[src/rtl/core/hdo_pkg.sv]
// Shared constants and field layout for the hysteresis debounce occupancy detector.
`timescale 1ns / 1ps

package hdo_pkg;

    // Parameter defaults
    localparam int NUM_CHANNELS_DEF = 16;
    localparam int SAMPLE_BITS_DEF  = 12;

    // Fixed field widths
    localparam int CHAN_W   = 4;
    localparam int LEVEL_W  = 12;
    localparam int COUNT_W  = 8;
    localparam int S_DATA_W = 40;
    localparam int M_DATA_W = 16;

    // Input tdata layout, lowest bit first
    localparam int S_CHAN_LO = 0;
    localparam int S_SMP_LO  = S_CHAN_LO + CHAN_W;
    localparam int S_OCC_LO  = S_SMP_LO + LEVEL_W;
    localparam int S_REL_LO  = S_OCC_LO + LEVEL_W;

    // Debounce register reset value and saturation limit
    localparam logic [COUNT_W-1:0] DEBOUNCE_RESET = 8'd5;
    localparam logic [COUNT_W-1:0] COUNT_MAX      = 8'd255;

    // Request kinds carried on s_tuser
    localparam logic FUNC_SAMPLE = 1'b0;
    localparam logic FUNC_SETUP  = 1'b1;

    // Per-channel run state: occupancy flag and match counter
    typedef struct packed {
        logic               occupied;
        logic [COUNT_W-1:0] count;
    } chan_state_t;

endpackage

[src/rtl/core/hysteresis_debounce_occupancy.sv]
// An accepted sample request passes the input register stage, then the result register.
// Throughput: one request per cycle unless a result stalls; the state and threshold memories
// are read at accept and written on leaving the input stage, forwarding back-to-back writes.
// Set-up requests and requests to channels out of range produce no result.
// Reset (aresetn low, synchronous): all channels empty, counters zero, debounce count 5.
// Thresholds are not cleared by reset and must be written before a channel is sampled.
`timescale 1ns / 1ps

module hysteresis_debounce_occupancy
    import hdo_pkg::*;
#(
    parameter int NUM_CHANNELS = NUM_CHANNELS_DEF,
    parameter int SAMPLE_BITS  = SAMPLE_BITS_DEF
) (
    input  logic                aclk,
    input  logic                aresetn,
    // configuration: qualifying samples needed for a state change
    input  logic                cfg_we,
    input  logic [COUNT_W-1:0]  cfg_wdata,
    // input stream
    input  logic                s_tvalid,
    output logic                s_tready,
    input  logic [S_DATA_W-1:0] s_tdata,   // channel[3:0], sample[15:4], occupy_level[27:16],
                                           // release_level[39:28]
    input  logic                s_tuser,   // func[0]
    // result stream
    output logic                m_tvalid,
    input  logic                m_tready,
    output logic [M_DATA_W-1:0] m_tdata    // slot[3:0], occupied[4], changed[5],
                                           // match_run[13:6], zero[15:14]
);

    localparam int IDX_W = (NUM_CHANNELS > 1) ? $clog2(NUM_CHANNELS) : 1;

    typedef struct packed {
        logic [SAMPLE_BITS-1:0] occ;
        logic [SAMPLE_BITS-1:0] rel;
    } thr_t;

    // Debounce count register
    logic [COUNT_W-1:0] debounce_reg;

    always_ff @(posedge aclk) begin
        if (!aresetn) begin
            debounce_reg <= DEBOUNCE_RESET;
        end else if (cfg_we) begin
            debounce_reg <= cfg_wdata;
        end
    end

    // Input field decode
    logic [CHAN_W-1:0]      in_chan;
    logic [31:0]            in_chan_wide;
    logic [31:0]            in_smp_wide;
    logic [31:0]            in_occ_wide;
    logic [31:0]            in_rel_wide;
    logic [IDX_W-1:0]       in_idx;
    logic                   in_range;
    logic                   s_acc;

    assign in_chan      = s_tdata[S_CHAN_LO +: CHAN_W];
    assign in_chan_wide = 32'(in_chan);
    assign in_smp_wide  = 32'(s_tdata[S_SMP_LO +: LEVEL_W]);
    assign in_occ_wide  = 32'(s_tdata[S_OCC_LO +: LEVEL_W]);
    assign in_rel_wide  = 32'(s_tdata[S_REL_LO +: LEVEL_W]);
    assign in_idx       = in_chan_wide[IDX_W-1:0];
    assign in_range     = (in_chan_wide < 32'(NUM_CHANNELS));
    assign s_acc        = s_tvalid && s_tready;

    // Input register stage
    logic                   s1_valid_reg;
    logic                   s1_func_reg;
    logic                   s1_range_reg;
    logic [CHAN_W-1:0]      s1_chan_reg;
    logic [SAMPLE_BITS-1:0] s1_smp_reg;
    logic [SAMPLE_BITS-1:0] s1_occ_reg;
    logic [SAMPLE_BITS-1:0] s1_rel_reg;
    logic [31:0]            s1_chan_wide;
    logic [IDX_W-1:0]       s1_idx;
    logic                   s1_result;
    logic                   advance;
    logic                   st_we;
    logic                   thr_we;

    assign s1_chan_wide = 32'(s1_chan_reg);
    assign s1_idx       = s1_chan_wide[IDX_W-1:0];
    assign s1_result    = s1_valid_reg && s1_range_reg && (s1_func_reg == FUNC_SAMPLE);
    assign advance      = s1_valid_reg && (!s1_result || !m_tvalid || m_tready);
    assign s_tready     = !s1_valid_reg || advance;
    assign st_we        = advance && s1_range_reg && (s1_func_reg == FUNC_SAMPLE);
    assign thr_we       = advance && s1_range_reg && (s1_func_reg == FUNC_SETUP);

    always_ff @(posedge aclk) begin
        if (!aresetn) begin
            s1_valid_reg <= 1'b0;
        end else if (s_tready) begin
            s1_valid_reg <= s_tvalid;
        end
    end

    always_ff @(posedge aclk) begin
        if (s_acc) begin
            s1_func_reg  <= s_tuser;
            s1_range_reg <= in_range;
            s1_chan_reg  <= in_chan;
            s1_smp_reg   <= in_smp_wide[SAMPLE_BITS-1:0];
            s1_occ_reg   <= in_occ_wide[SAMPLE_BITS-1:0];
            s1_rel_reg   <= in_rel_wide[SAMPLE_BITS-1:0];
        end
    end

    // Threshold memory, write-first read at accept
    thr_t thr_mem [NUM_CHANNELS];
    thr_t thr_wdata;
    thr_t thr_rd_reg;

    assign thr_wdata = '{occ: s1_occ_reg, rel: s1_rel_reg};

    always_ff @(posedge aclk) begin
        if (thr_we) begin
            thr_mem[s1_idx] <= thr_wdata;
        end
        if (s_acc) begin
            if (thr_we && (s1_idx == in_idx)) begin
                thr_rd_reg <= thr_wdata;
            end else begin
                thr_rd_reg <= thr_mem[in_idx];
            end
        end
    end

    // Channel state memory with per-entry valid bits; an unwritten entry reads as empty
    chan_state_t            st_mem [NUM_CHANNELS];
    logic [NUM_CHANNELS-1:0] st_vld_reg;
    chan_state_t            st_wdata;
    chan_state_t            st_rd_reg;
    logic                   st_rd_vld_reg;
    logic                   st_fwd;

    assign st_fwd = st_we && (s1_idx == in_idx);

    always_ff @(posedge aclk) begin
        if (st_we) begin
            st_mem[s1_idx] <= st_wdata;
        end
        if (s_acc) begin
            if (st_fwd) begin
                st_rd_reg <= st_wdata;
            end else begin
                st_rd_reg <= st_mem[in_idx];
            end
        end
    end

    always_ff @(posedge aclk) begin
        if (!aresetn) begin
            st_vld_reg    <= '0;
            st_rd_vld_reg <= 1'b0;
        end else begin
            if (st_we) begin
                st_vld_reg[s1_idx] <= 1'b1;
            end
            if (s_acc) begin
                st_rd_vld_reg <= st_fwd || st_vld_reg[in_idx];
            end
        end
    end

    // Hysteresis compare and debounce update
    chan_state_t        cur;
    logic               inverted;
    logic               qualify;
    logic               flip;
    logic [COUNT_W-1:0] cnt_inc;

    always_comb begin
        cur      = st_rd_vld_reg ? st_rd_reg : '0;
        inverted = (thr_rd_reg.occ < thr_rd_reg.rel);
        if (!cur.occupied) begin
            qualify = inverted ? (s1_smp_reg <= thr_rd_reg.occ)
                               : (s1_smp_reg >= thr_rd_reg.occ);
        end else begin
            qualify = inverted ? (s1_smp_reg >= thr_rd_reg.rel)
                               : (s1_smp_reg <= thr_rd_reg.rel);
        end
        cnt_inc  = (cur.count == COUNT_MAX) ? cur.count : cur.count + 8'd1;
        flip     = qualify && (cnt_inc >= debounce_reg);
        st_wdata.occupied = cur.occupied ^ flip;
        st_wdata.count    = (qualify && !flip) ? cnt_inc : '0;
    end

    // Result register
    logic                m_valid_reg;
    logic [M_DATA_W-1:0] m_data_reg;

    always_ff @(posedge aclk) begin
        if (!aresetn) begin
            m_valid_reg <= 1'b0;
        end else if (advance && s1_result) begin
            m_valid_reg <= 1'b1;
        end else if (m_tready) begin
            m_valid_reg <= 1'b0;
        end
    end

    always_ff @(posedge aclk) begin
        if (advance && s1_result) begin
            m_data_reg <= {2'b00, st_wdata.count, flip, st_wdata.occupied, s1_chan_reg};
        end
    end

    assign m_tvalid = m_valid_reg;
    assign m_tdata  = m_data_reg;

    // Checks
    a_flip_clears_count: assert property (@(posedge aclk) disable iff (!aresetn)
        m_tvalid && m_tdata[5] |-> m_tdata[13:6] == '0)
        else $error("flip result with nonzero match count");

    a_state_forward: assert property (@(posedge aclk) disable iff (!aresetn)
        s_acc && st_fwd |=> st_rd_reg == $past(st_wdata) && st_rd_vld_reg)
        else $error("state forwarding lost a same-channel write");

    a_stall_holds_input: assert property (@(posedge aclk) disable iff (!aresetn)
        s1_result && m_tvalid && !m_tready |-> !s_tready && !st_we)
        else $error("input stage advanced into a stalled result register");

    a_thr_forward: assert property (@(posedge aclk) disable iff (!aresetn)
        s_acc && thr_we && (s1_idx == in_idx) |=> thr_rd_reg == $past(thr_wdata))
        else $error("threshold forwarding lost a same-channel write");

endmodule
[config.mk]
export PLATFORM = sky130hd
export DESIGN_NAME = hysteresis_debounce_occupancy
export DESIGN_NICKNAME = d
export VERILOG_FILES = /design/src/rtl/core/hdo_pkg.sv /design/src/rtl/core/hysteresis_debounce_occupancy.sv
export SDC_FILE = /design/constraint.sdc
export NUM_CORES = 1
export LEC_CHECK = 0
export BUFFER_PORTS_ARGS = -buffer_cell sky130_fd_sc_hd__buf_2
export CAP_MARGIN = 20
export CORE_MARGIN = 3
export CORE_UTILIZATION = 60
export DETAILED_ROUTE_END_ITERATION = 16
export GPL_ROUTABILITY_DRIVEN = 0
export PLACE_DENSITY = 0.74
export SYNTH_ARGS = -nofsm -noshare
export SYNTH_HDL_FRONTEND = slang
export SYNTH_SLANG_ARGS = --single-unit
[constraint.sdc]
create_clock -name aclk -period 9.6 [get_ports aclk]
set_input_delay 2.88 -clock aclk [delete_from_list [all_inputs] [get_ports aclk]]
set_output_delay 2.88 -clock aclk [all_outputs]
set_load 0.02 [all_outputs]
After elaboration in Yosys (flattened, before gate mapping)
Memory sizes are Yosys's and may differ from the RTL's. A register that Yosys moved wholly into a read port is not among the register bits.
Index checks and enable logic that the tools add are counted.
{ "classes": {"muxes": 16, "n_lt_le_gt_ge": 10, "n_reduce_logical": 21, "bitwise": 3, "eq_ne": 2, "n_addsub": 1} }
{ "ops": {"columns": ["op", "n"], "rows": [
  ["$ge 12x12->1", 2],
  ["$le 12x12->1", 2],
  ["$mux 8", 2],
  ["$or 16x16->16", 1],
  ["$lt 4x5->1 const B", 3],
  ["$logic_and 1x1->1", 12],
  ["$lt 12x12->1", 1],
  ["$mux 1", 11],
  ["$mux 9", 1],
  ["$add 8x1->8 const B", 1],
  ["$eq 8x8->1 const B", 1],
  ["$ge 8x8->1", 1],
  ["$bmux 1 s4", 1],
  ["$demux 1 s4", 1],
  ["$eq 4x4->1", 1],
  ["$ge 4x1->1 const B", 1],
  ["$logic_not 1->1", 4],
  ["$logic_or 1x1->1", 4],
  ["$reduce_bool 2->1", 1],
  ["$not 1->1", 1],
  ["$xor 1x1->1", 1]
]} }
{ "word_totals": {"ramBits": 528, "mem_count": 2, "out_inout_bits": 18, "ff_bits": 83, "in_bits": 54, "elab_cells": 67} }
{ "memory_table": {"columns": ["name", "depth", "width", "read_ports", "rd_clocked_by_memory_dff", "write_ports", "line_no", "text"], "rows": [
  ["thr_mem", 16, 24, 1, 1, 1, "hysteresis_debounce_occupancy.sv:113", "thr_t thr_mem [NUM_CHANNELS];"],
  ["st_mem", 16, 9, 1, 1, 1, "hysteresis_debounce_occupancy.sv:133", "chan_state_t st_mem [NUM_CHANNELS];"]
]} }

Longest topological paths before layout
Gate-level depths: netlist of the first run.
{ "depth": {"ltp_word": 10, "ltp_mapped": 18, "depth_no_buf": 16} }

Worst setup path after synthesis of the first run
Ideal clock, no wire load.
{ "synth_path": {"path_kind": "in2reg", "from": "in m_tready", "to": "reg st_rd_vld_reg", "n_path_buf": 0, "stages": 5, "arrival_time_ns": 6.873, "required_ns": 9.510, "setup_slack_ns": 2.637, "setup_time_ns": 0.090, "path_cell_list": "nand2b_1 nor2_1 nor2b_1 o21ai_0 a21oi_1"} }
{ "synth_via": {"elab_cells_between_ends": 8, "cone_classes": "8 x reduce/logical"} }
{ "synth_rtl": {"columns": ["item", "line_no", "text"], "rows": [
  ["start: declaration", "hysteresis_debounce_occupancy.sv:28", "input logic m_tready,"],
  ["$logic_or 1x1->1", "hysteresis_debounce_occupancy.sv:88", "assign advance = s1_valid_reg && (!s1_result || !m_tvalid || m_tready);"],
  ["$logic_and 1x1->1", "hysteresis_debounce_occupancy.sv:88", null],
  ["$logic_or 1x1->1", "hysteresis_debounce_occupancy.sv:89", "assign s_tready = !s1_valid_reg || advance;"],
  ["$logic_and 1x1->1", "hysteresis_debounce_occupancy.sv:68", "assign s_acc = s_tvalid && s_tready;"],
  ["named net s_acc", "hysteresis_debounce_occupancy.sv:59", "logic s_acc;"],
  ["end signal: assignment", "hysteresis_debounce_occupancy.sv:164", "st_rd_vld_reg <= st_fwd || st_vld_reg[in_idx];"],
  ["end: declaration", "hysteresis_debounce_occupancy.sv:137", "logic st_rd_vld_reg;"]
]} }
The timed path passes the listed nets, and every way through them passes these cells.
A chain may end at the register's enable or synchronous reset.

Final worst setup path of the first run
{ "layout_path": {"from": "in m_tready", "to": "out s_tready"} }
{ "layout_via": {"elab_chain_len": 3} }
{ "layout_lines": {"columns": ["item", "line_no", "text"], "rows": [
  ["$logic_or 1x1->1", "hysteresis_debounce_occupancy.sv:88", null],
  ["$logic_and 1x1->1", "hysteresis_debounce_occupancy.sv:88", null],
  ["$logic_or 1x1->1", "hysteresis_debounce_occupancy.sv:89", null],
  ["end: declaration", "hysteresis_debounce_occupancy.sv:22", "output logic s_tready,"]
]} }
No other way between the ends.

==> results of run 1 <==
[path summary, 6_finish.rpt]
check                                     to  cells past startpoint  slack (ns)                       start
setup / recovery                    s_tready                      5        3.09                    m_tready
hold / removal    st_vld_reg[5]$_SDFFE_PN0P_                      1        0.47  st_vld_reg[5]$_SDFFE_PN0P_
setup reg to reg      st_mem[7][8]$_DFFE_PP_                     16        5.26  st_rd_vld_reg$_SDFFE_PN0P_
hold reg to reg   st_vld_reg[5]$_SDFFE_PN0P_                      1        0.47  st_vld_reg[5]$_SDFFE_PN0P_
[cell type report]
class                      count  area [um^2]  area share (%)
clock buffer                  70         1600            5.55
clock inverter                46          474            1.65
inverter                      36          135           0.469
multi-input combinational    486         6190            21.5
sequential                   643        19000            66.1
tap                          532          666            2.31
timing repair buffer         102          713            2.47
[through the flow]
step / utilization, % / area, um^2
after global routing: 69.6 / 28800
after floorplan: - / 25500
after detailed placement: 64.3 / 26600
after global placement: 64.0 / 26500
after CTS: 69.3 / 28700
final: 69.6 / 28800
[cell usage after synthesis (15+ instances only)]
library cell  instances
o21a_1               18
edfxtp_1            616
dfxtp_1              27
mux2i_1              16
nor2_1               48
mux4_2              161
mux2_2               33
nand2_1              30
inv_1                36
ha_1                 44
clkbuf_1             28
a21oi_1              15
[worst max-delay path, cell delays in order]
cell and delay (ns):
buf_2 0.10, nand2b_1 0.16, nor2_1 0.27, inv_1 0.06, buf_2 0.16
[layer usage]
| layer | routed length (um) | part of all wire (%) | vias up |
|---|---|---|---|
| li1 | - | - | 5250 |
| met1 | 21700 | 40 | 6416 |
| met2 | 26800 | 49 | 622 |
| met3 | 4780 | 8.7 | 92 |
| met4 | 1370 | 2.5 | 0 |
| met5 | 0 | 0 | - |
[power by group through the flow]
stage / Clock (uW) / Combinational [uW] / Sequential (uW)
floorplan: 0 / 227 / 3220
global placement: 0 / 308 / 3230
detailed placement: 0 / 317 / 3230
CTS: 2490 / 320 / 3170
global route: 2610 / 350 / 3180
finish: 2460 / 321 / 3170
[logic make-up after synthesis]
group	count (synthesis)	share of synthesized area (%)
adder cells (fa/ha/maj)	44	2.16
buffers and inverters	94	1.73
AO/OA/AOI/OAI	78	2.21
AND/OR/NAND/NOR	141	2.63
multiplexers	210	16.3
XOR/XNOR	11	0.377
other	1	0.0147
flip-flops	643	74.6
==> impl_metrics.env, run 1 <==
export IMPL_synth_ff_type="edfxtp_1"
export IMPL_cts_tree="built"
export IMPL_p_switching_uw=1270
export IMPL_drc=0
export IMPL_swShare_pct=21.3
export IMPL_post_cts_setup_buffers=0
export IMPL_final_common_cell="edfxtp_1"
export IMPL_hold_buffers=0
export IMPL_worstSetupPathType="primary input to primary output"
export IMPL_cp_max_fo=3
export IMPL_finalWirelength_um=54700
export IMPL_pwr_density_cell_nw_per_um2=207
export IMPL_finClkSkew_ns=0.0149
export IMPL_maxSlewViolCount=0
export IMPL_hp_class="register to register"
export IMPL_die_w_um=212
export IMPL_first_pass_iters=5
export IMPL_p_int_uw=4690
export IMPL_hold_violations=0
export IMPL_syn_cell_area_um2=25500
export IMPL_hpwlAfterDp_um=29800
export IMPL_drive_gt1_share_pct=30.9
export IMPL_start_kind="primary input"
export IMPL_endpoint_kind="primary output"
export IMPL_grt_use_met1_pct=36.7
export IMPL_post_route_min_period_ns=6.51
export IMPL_leakagePower_uw=0.00953
export IMPL_crit_arrival_ns=3.63
export IMPL_top_usage_layer="met2"
export IMPL_start_util_pct=61.7
export IMPL_htree_levels=2
export IMPL_ir_worst_vdd_uv=164
export IMPL_tightest_slew_ns=1.13
export IMPL_synth_warnings=0
export IMPL_fin_cells=1915
export IMPL_n_antenna_cell=0
export IMPL_status="complete, no violations"
export IMPL_seq_power_share_pct=53.3
export IMPL_num_rows=74
export IMPL_dp_slack_ns=3.10
export IMPL_grt_ovfl_total=0
export IMPL_cts_sinks=643
export IMPL_die_h_um=212
export IMPL_grt_start_max_net_pins=73
export IMPL_drtIter0Drc=1409
export IMPL_clockBufferDepth=3
export IMPL_synth_area_top_cells="edfxtp_1 72%, mux4_2 14%, ha_1 2.2%, dfxtp_1 2.1%, mux2_2 1.5%"
export IMPL_nets=1428
export IMPL_grt_use_total_pct=25.1
export IMPL_clock_latency_ns=0.62
export IMPL_clock_fmax_mhz=154
export IMPL_yosysTopAreaCell="edfxtp_1"
export IMPL_setup_tns_ns=0
export IMPL_antenna_left=0
export IMPL_cts_root_buf="clkbuf_16"
export IMPL_rsz0062_at_grt="no"
export IMPL_grt_antenna_before_repair=0
export IMPL_met3_usage_pct=4.66
export IMPL_ys_types=48
export IMPL_p_clk_share_pct=41.3
export IMPL_synth_area_per_cell_um2=20.9
export IMPL_final_cell_mix="616 x edfxtp_1, 161 x mux4_2, 67 x buf_2"
export IMPL_fillerInstances=2441
export IMPL_ios=72
export IMPL_cp_data_required_time_ns=6.72
export IMPL_viasPerCell=6.46
export IMPL_ctsResizeCount=0
export IMPL_netlist_area_leader_share_pct=72.5
export IMPL_wl_per_cell_um=28.6
export IMPL_area_growth_pct=12.9
export IMPL_whs_ns=0.469
export IMPL_port_buffers=69
export IMPL_dp_cells=1787
export IMPL_maxCapViolations=0
export IMPL_min_period_over_period_pct=67.8
export IMPL_syn_inst=1222
export IMPL_grtUsageMet2_pct=40.0
export IMPL_clkTransAtPathRegs_ns=0.06
export IMPL_synth_enable_flop_cells=616
export IMPL_setup_ws_ns=3.09
export IMPL_num_vias=12400
export IMPL_setup_violations=0
export IMPL_p_comb_share_pct=5.4
export IMPL_cts_buffers=61
export IMPL_total_power_uw=5950
export IMPL_synth_seq_cells=643
export IMPL_die_area_um2=45000
export IMPL_design_core_area_um2=41400
export IMPL_grt_first_pass_wirelength_um=81800
export IMPL_grt_pass1_vias=12700
export IMPL_relSlewSlack_pct=24.7
export IMPL_largest_reg_flops=384
export IMPL_seq_area_frac_synth_pct=74.6
export IMPL_async_reset_ff_share_pct=0
No activity file was read; power rests on OpenSTA's default activity.
==> run 2: changes to the inputs <==
- ABC_AREA: not set -> 1
- clock period: 9.6 -> 6.2 ns (I/O delays scaled with it)
==> run 2 against run 1 <==
  * Clock skew increased by 0.017 ns
  * Synthesized cell count is 66% higher
  * Register-to-register slack worse by 3.0 ns
  * Cell count grew 42%
  * Sequential share of layout area is 1.8 points lower
  * Global-route usage rose by 1.2 points
  * Setup slack worse by 1.4 ns
  * Non-clock buffer count grew 10
  * Largest cell class unchanged
==> impl_metrics.env, run 2 <==
export IMPL_rsz0062_at_grt="no"
export IMPL_leakagePower_uw=0.0104
export IMPL_cts_tree="built"
export IMPL_min_delay_start="debounce_reg[7]$_SDFFE_PN0P_"
export IMPL_first_pass_iters=6
export IMPL_grt_start_max_net_pins=118
export IMPL_finClkSkew_ns=0.0320
export IMPL_grt_pass1_vias=16200
export IMPL_start_kind="primary input"
export IMPL_clkTransAtPathRegs_ns=0.06
export IMPL_slowest_stage="nor2_1"
export IMPL_yosysTopAreaCell="edfxtp_1"
export IMPL_pwr_density_cell_nw_per_um2=313
export IMPL_setup_violations=0
export IMPL_slowest_delay_ns=0.23
export IMPL_maxCapViolations=0
export IMPL_worstSetupPathType="primary input to primary output"
export IMPL_post_cts_setup_buffers=0
export IMPL_syn_inst=2024
export IMPL_clock_fmax_mhz=221
export IMPL_viasPerCell=6.18
export IMPL_min_period_over_period_pct=72.8
export IMPL_drc=0
export IMPL_drive_gt1_share_pct=11.1
export IMPL_clockBufferDepth=3
export IMPL_synth_ff_type="edfxtp_1"
export IMPL_reg2reg_from="st_rd_vld_reg$_SDFFE_PN0P_"
export IMPL_cp_data_required_time_ns=4.34
export IMPL_synth_seq_cells=643
export IMPL_crit_arrival_ns=2.66
export IMPL_endpoint_kind="primary output"
export IMPL_cp_max_fo=2
export IMPL_ios=72
export IMPL_grt_first_pass_wirelength_um=93900
export IMPL_wl_per_cell_um=22.8
export IMPL_cts_root_buf="clkbuf_16"
export IMPL_die_w_um=216
export IMPL_htree_levels=2
export IMPL_hpwlAfterDp_um=33200
export IMPL_final_cell_mix="616 x edfxtp_1, 423 x nor2_1, 157 x o21ai_0"
export IMPL_port_buffers=69
export IMPL_startpoint="m_tready"
export IMPL_syn_cell_area_um2=26500
export IMPL_largest_reg_flops=384
export IMPL_synth_warnings=0
export IMPL_grt_ovfl_total=0
export IMPL_ys_types=39
export IMPL_die_area_um2=46800
export IMPL_cts_buffers=61
export IMPL_ir_worst_vdd_uv=225
export IMPL_final_core_util_pct=68.3
export IMPL_start_util_pct=61.2
export IMPL_async_reset_ff_share_pct=0
export IMPL_num_vias=16800
export IMPL_relSlewSlack_pct=25.0
export IMPL_die_h_um=216
export IMPL_area_growth_pct=11.6
export IMPL_total_power_uw=9260
export IMPL_finalWirelength_um=61900
export IMPL_synth_enable_flop_cells=616
export IMPL_drtIter0Drc=2283
export IMPL_post_route_min_period_ns=4.52
export IMPL_hp_class="register to register"
export IMPL_synth_area_per_cell_um2=13.1
export IMPL_netlist_area_leader_share_pct=69.7
export IMPL_setup_tns_ns=0
export IMPL_status="complete, no violations"
export IMPL_fin_cells=2715
export IMPL_nets=2177
export IMPL_seq_area_frac_synth_pct=71.7
export IMPL_grt_antenna_before_repair=1
export IMPL_worstPathCellList="buf_2 > nor2_1 > inv_1 > nor2_1 > inv_1 > buf_2"
export IMPL_maxSlewViolCount=0
export IMPL_num_rows=76
export IMPL_clock_latency_ns=0.65
export IMPL_design_core_area_um2=43400
export IMPL_hold_buffers=0
export IMPL_n_antenna_cell=0
export IMPL_yosysMostFrequentCell="edfxtp_1"
export IMPL_yosys_top_cells_count="616 x edfxtp_1, 440 x nor2_1, 157 x o21ai_0"
export IMPL_synth_area_top_cells="edfxtp_1 70%, nor2_1 6.2%, o21ai_0 3.0%, mux2i_1 2.5%, o32ai_1 2.2%"
export IMPL_final_common_cell="edfxtp_1"
export IMPL_antenna_left=0
export IMPL_grt_use_total_pct=26.3
export IMPL_ctsResizeCount=0
export IMPL_tightest_slew_ns=1.12
export IMPL_dp_cells=2591
export IMPL_cts_sinks=643
export IMPL_hold_violations=0
-- run 2: changes by cell type after synthesis, moves of 49 or more --
| cell | previous run | this run |
|---|---|---|
| mux4_2 | 161 | 0 |
| inv_1 | 36 | 102 |
| o32ai_1 | 0 | 67 |
| nor2_1 | 48 | 440 |
| o21ai_0 | 3 | 157 |
| o221ai_1 | 0 | 61 |
| o211ai_1 | 12 | 62 |
| nand2_1 | 30 | 135 |
| mux2i_1 | 16 | 65 |
-- run 2: critical path: cells and delay by family --
kind                   cells  cell delay [ns]
AND/OR/NAND/NOR            2             0.37
buffers and inverters      4             0.44
-- run 2: final timing paths --
kind	endpoint	slack (ns)	depth (start not counted)
worst min-delay path	debounce_reg[7]$_SDFFE_PN0P_	0.46	2
worst max-delay path	s_tready	1.68	6
worst max register to register	st_mem[13][0]$_DFFE_PP_	2.25	21
worst min register to register	debounce_reg[7]$_SDFFE_PN0P_	0.46	2
-- run 2: final cells by class --
cell class,instances,area [um^2]
fill,2971,13700
sequential,643,19000
tap,585,732
multi-input combinational,1156,6590
timing repair buffer,112,825
inverter,105,399
clock inverter,44,472
clock buffer,70,1570
-- run 2: per-layer routing --
layer	GRT usage, %	wire length, um	vias up
met3	4.91	6430	115
met1	38.4	25500	8242
li1	-	-	7544
met2	40.5	28600	888
met5	0	13	-
met4	9.19	1470	2
-- run 2: cell families (layout without fill, tap and decap cells) --
group / Yosys count / count (layout) / synth area share (%)
other: 1 / 2 / 0.0141
AO/OA/AOI/OAI: 400 / 400 / 9.99
buffers and inverters: 226 / 331 / 3.95
AND/OR/NAND/NOR: 637 / 637 / 9.53
XOR/XNOR: 8 / 8 / 0.264
multiplexers: 65 / 65 / 2.45
adder cells (fa/ha/maj): 44 / 44 / 2.07
flip-flops: 643 / 643 / 71.7
-- run 2: where the power goes --
part / total (uW) / switching (uW) / internal, uW
Sequential: 4920 / 68.8 / 4850
Combinational: 585 / 402 / 183
Clock: 3760 / 1610 / 2160
Total: 9260 / 2080 / 7190
-- run 2: through the flow --
stage                     hold slack (ns)  instance area [um^2]  setup WS [ns]
after floorplan                     0.435                 26500          0.445
after global placement              0.444                 27400           1.71
after detailed placement            0.454                 27400           1.58
after CTS                           0.465                 29500           1.69
after global routing                0.495                 29600           1.58
final                               0.463                 29600           1.68
==> run 3: changes to the inputs <==
- clock period: 6.2 -> 4.4 ns (I/O delays scaled with it)
==> run 3 against run 2 <==
  * Critical path depth increased by 14
  * Via count rose by 0.20%
  * Power increased by 44%
  * Sequential cell count unchanged
  * First-iteration DRC count up 0.31%
  * Combinational power is 41% higher
  * Cell count is 0.48% higher
  * Routed wire length is 1.9% higher
  * Sequential power up 41%
  * Cell area rose by 0.64%
==> impl_metrics.env, run 3 (synthesized netlist as in run 2, its figures left out) <==
export IMPL_p_clk_share_pct=41.8
export IMPL_cp_data_required_time_ns=4.71
export IMPL_grt_pass1_vias=16500
export IMPL_leakagePower_uw=0.0105
export IMPL_htree_levels=3
export IMPL_worstSetupPathType="register to register"
export IMPL_antenna_left=0
export IMPL_rrSetupSlack_ns=0.75
export IMPL_relSlewSlack_pct=23.9
export IMPL_drive_gt1_share_pct=11.5
export IMPL_min_delay_worst_endpoint="debounce_reg[6]$_SDFFE_PN0P_"
export IMPL_p_int_uw=10400
export IMPL_ctsResizeCount=0
export IMPL_setup_violations=0
export IMPL_hpwlAfterDp_um=34400
export IMPL_port_buffers=69
export IMPL_min_delay_path_depth=2
export IMPL_nets=2191
export IMPL_drc=0
export IMPL_clockBufferDepth=3
export IMPL_crit_arrival_ns=3.96
export IMPL_grt_ovfl_total=0
export IMPL_slowest_stage="dfxtp_1"
export IMPL_ff2ff_path_depth=20
export IMPL_cts_tree="built"
export IMPL_endpoint_kind="register"
export IMPL_drtIter0Drc=2290
export IMPL_grt_start_max_net_pins=179
export IMPL_area_growth_pct=12.3
export IMPL_tightest_slew_ns=1.14
export IMPL_swShare_pct=22.0
export IMPL_clock_fmax_mhz=274
export IMPL_die_area_um2=46800
export IMPL_status="complete, no violations"
export IMPL_grt_use_total_pct=27.0
export IMPL_num_rows=76
export IMPL_die_h_um=216
export IMPL_start_kind="register"
export IMPL_grt_antenna_before_repair=0
export IMPL_maxCapViolations=0
export IMPL_seq_power_share_pct=52.0
export IMPL_ios=72
export IMPL_cp_max_fo=17
export IMPL_p_comb_share_pct=6.2
export IMPL_cts_sinks=643
export IMPL_grt_first_pass_wirelength_um=95600
export IMPL_design_core_area_um2=43400
export IMPL_cp_common_cell="nand2_1"
export IMPL_pwr_density_cell_nw_per_um2=447
export IMPL_clock_latency_ns=0.60
export IMPL_die_w_um=216
export IMPL_largest_reg_flops=384
export IMPL_wl_per_cell_um=23.1
export IMPL_first_pass_iters=6
export IMPL_final_common_cell="edfxtp_1"
export IMPL_hp_class="register to register"
export IMPL_dp_slack_ns=0.804
export IMPL_hold_violations=0
export IMPL_finalWirelength_um=63100
export IMPL_stdcell_area_um2=29800
export IMPL_placed_area_um2=27600
export IMPL_post_cts_setup_buffers=0
export IMPL_setup_tns_ns=0
export IMPL_clkTransAtPathRegs_ns=0.06
export IMPL_hold_buffers=0
export IMPL_n_antenna_cell=0
export IMPL_worstPathCellList="nand2_1 > inv_1 > ha_1 > nand2_1 > nor2_1 > nand3_2 > nor2_1 > nand2_2 > nand2_1 > o21ai_1 > ha_1 > inv_1 > nor2_1 > o21ai_0 > nand2_1 > nand2_1 > nand3_1 > inv_1 > o21bai_1 > and2_1"
export IMPL_startpoint="st_rd_vld_reg$_SDFFE_PN0P_"
export IMPL_p_switching_uw=2940
export IMPL_cts_buffers=66
export IMPL_min_delay_start="debounce_reg[6]$_SDFFE_PN0P_"
export IMPL_rsz0062_at_grt="no"
export IMPL_viasPerCell=6.17
export IMPL_num_vias=16800
export IMPL_final_cell_mix="616 x edfxtp_1, 422 x nor2_1, 157 x o21ai_0"
export IMPL_slowest_delay_ns=0.53
export IMPL_ir_worst_vdd_uv=329
export IMPL_r2r_end="st_mem[0][8]$_DFFE_PP_"
export IMPL_whs_ns=0.465
export IMPL_start_util_pct=61.2
export IMPL_setup_ws_ns=0.747
export IMPL_final_core_util_pct=68.8
export IMPL_reg2reg_from="st_rd_vld_reg$_SDFFE_PN0P_"
export IMPL_post_route_min_period_ns=3.65
export IMPL_cts_root_buf="clkbuf_16"
export IMPL_finClkSkew_ns=0.0239
export IMPL_min_period_over_period_pct=83.0
export IMPL_maxSlewViolCount=0
-- run 3: cell count changes in the layout (fill, tap and decap cells not counted), sizes merged --
cell      change
clkinvlp      -2
clkinv        -5
bufinv        -1
inv           -1
clkbuf       +14
buf           +8
-- run 3: how the worst max path moves through the flow --
stage / to / cells after the start
after floorplan: st_rd_vld_reg$_SDFFE_PN0P_ / 7
after global placement: s_tready / 6
after detailed placement: st_mem[0][8]$_DFFE_PP_ / 20
after CTS: st_mem[0][8]$_DFFE_PP_ / 20
after global routing: st_mem[0][8]$_DFFE_PP_ / 20
final: st_mem[0][8]$_DFFE_PP_ / 20
-- run 3: per-stage QoR --
step	total power, uW	instances
2_1_floorplan	7580	2025
3_3_place_gp	7830	2607
3_5_place_dp	7870	2607
4_1_cts	13400	2725
5_1_grt	13700	2728
6_report	13300	2728
-- run 3: power groups by stage --
stage,sequential (uW),clock [uW],combinational [uW]
6_report,6930,5570,823
3_5_place_dp,7050,0,814
3_3_place_gp,7050,0,782
4_1_cts,6930,5630,820
2_1_floorplan,7020,0,568
5_1_grt,6930,5890,918
-- run 3: per-layer routing --
metal	vias to the layer above	wire length (um)	global-route usage, %	share of wire [%]
li1	7588	-	-	-
met1	8240	24600	36.1	39
met2	842	30600	43.9	49
met3	154	5970	6.14	9.5
met4	0	1920	10.3	3.0
met5	-	0	0	0
-- run 3: cell type report --
| type | count | area [um^2] |
|---|---|---|
| Clock inverter | 35 | 384 |
| Inverter | 105 | 399 |
| Timing Repair Buffer | 121 | 896 |
| Multi-Input combinational cell | 1156 | 6590 |
| Tap cell | 585 | 732 |
| Clock buffer | 83 | 1780 |
| Fill cell | 2921 | 13500 |
| Sequential cell | 643 | 19000 |
-- run 3: worst max-delay path: cells and delay by family (launching register included) --
family | cells | cell delay (ns)
fa+ha+maj | 2 | 0.50
flops | 1 | 0.53
compound gates | 3 | 0.37
simple gates | 12 | 1.74
buf+inv | 3 | 0.24
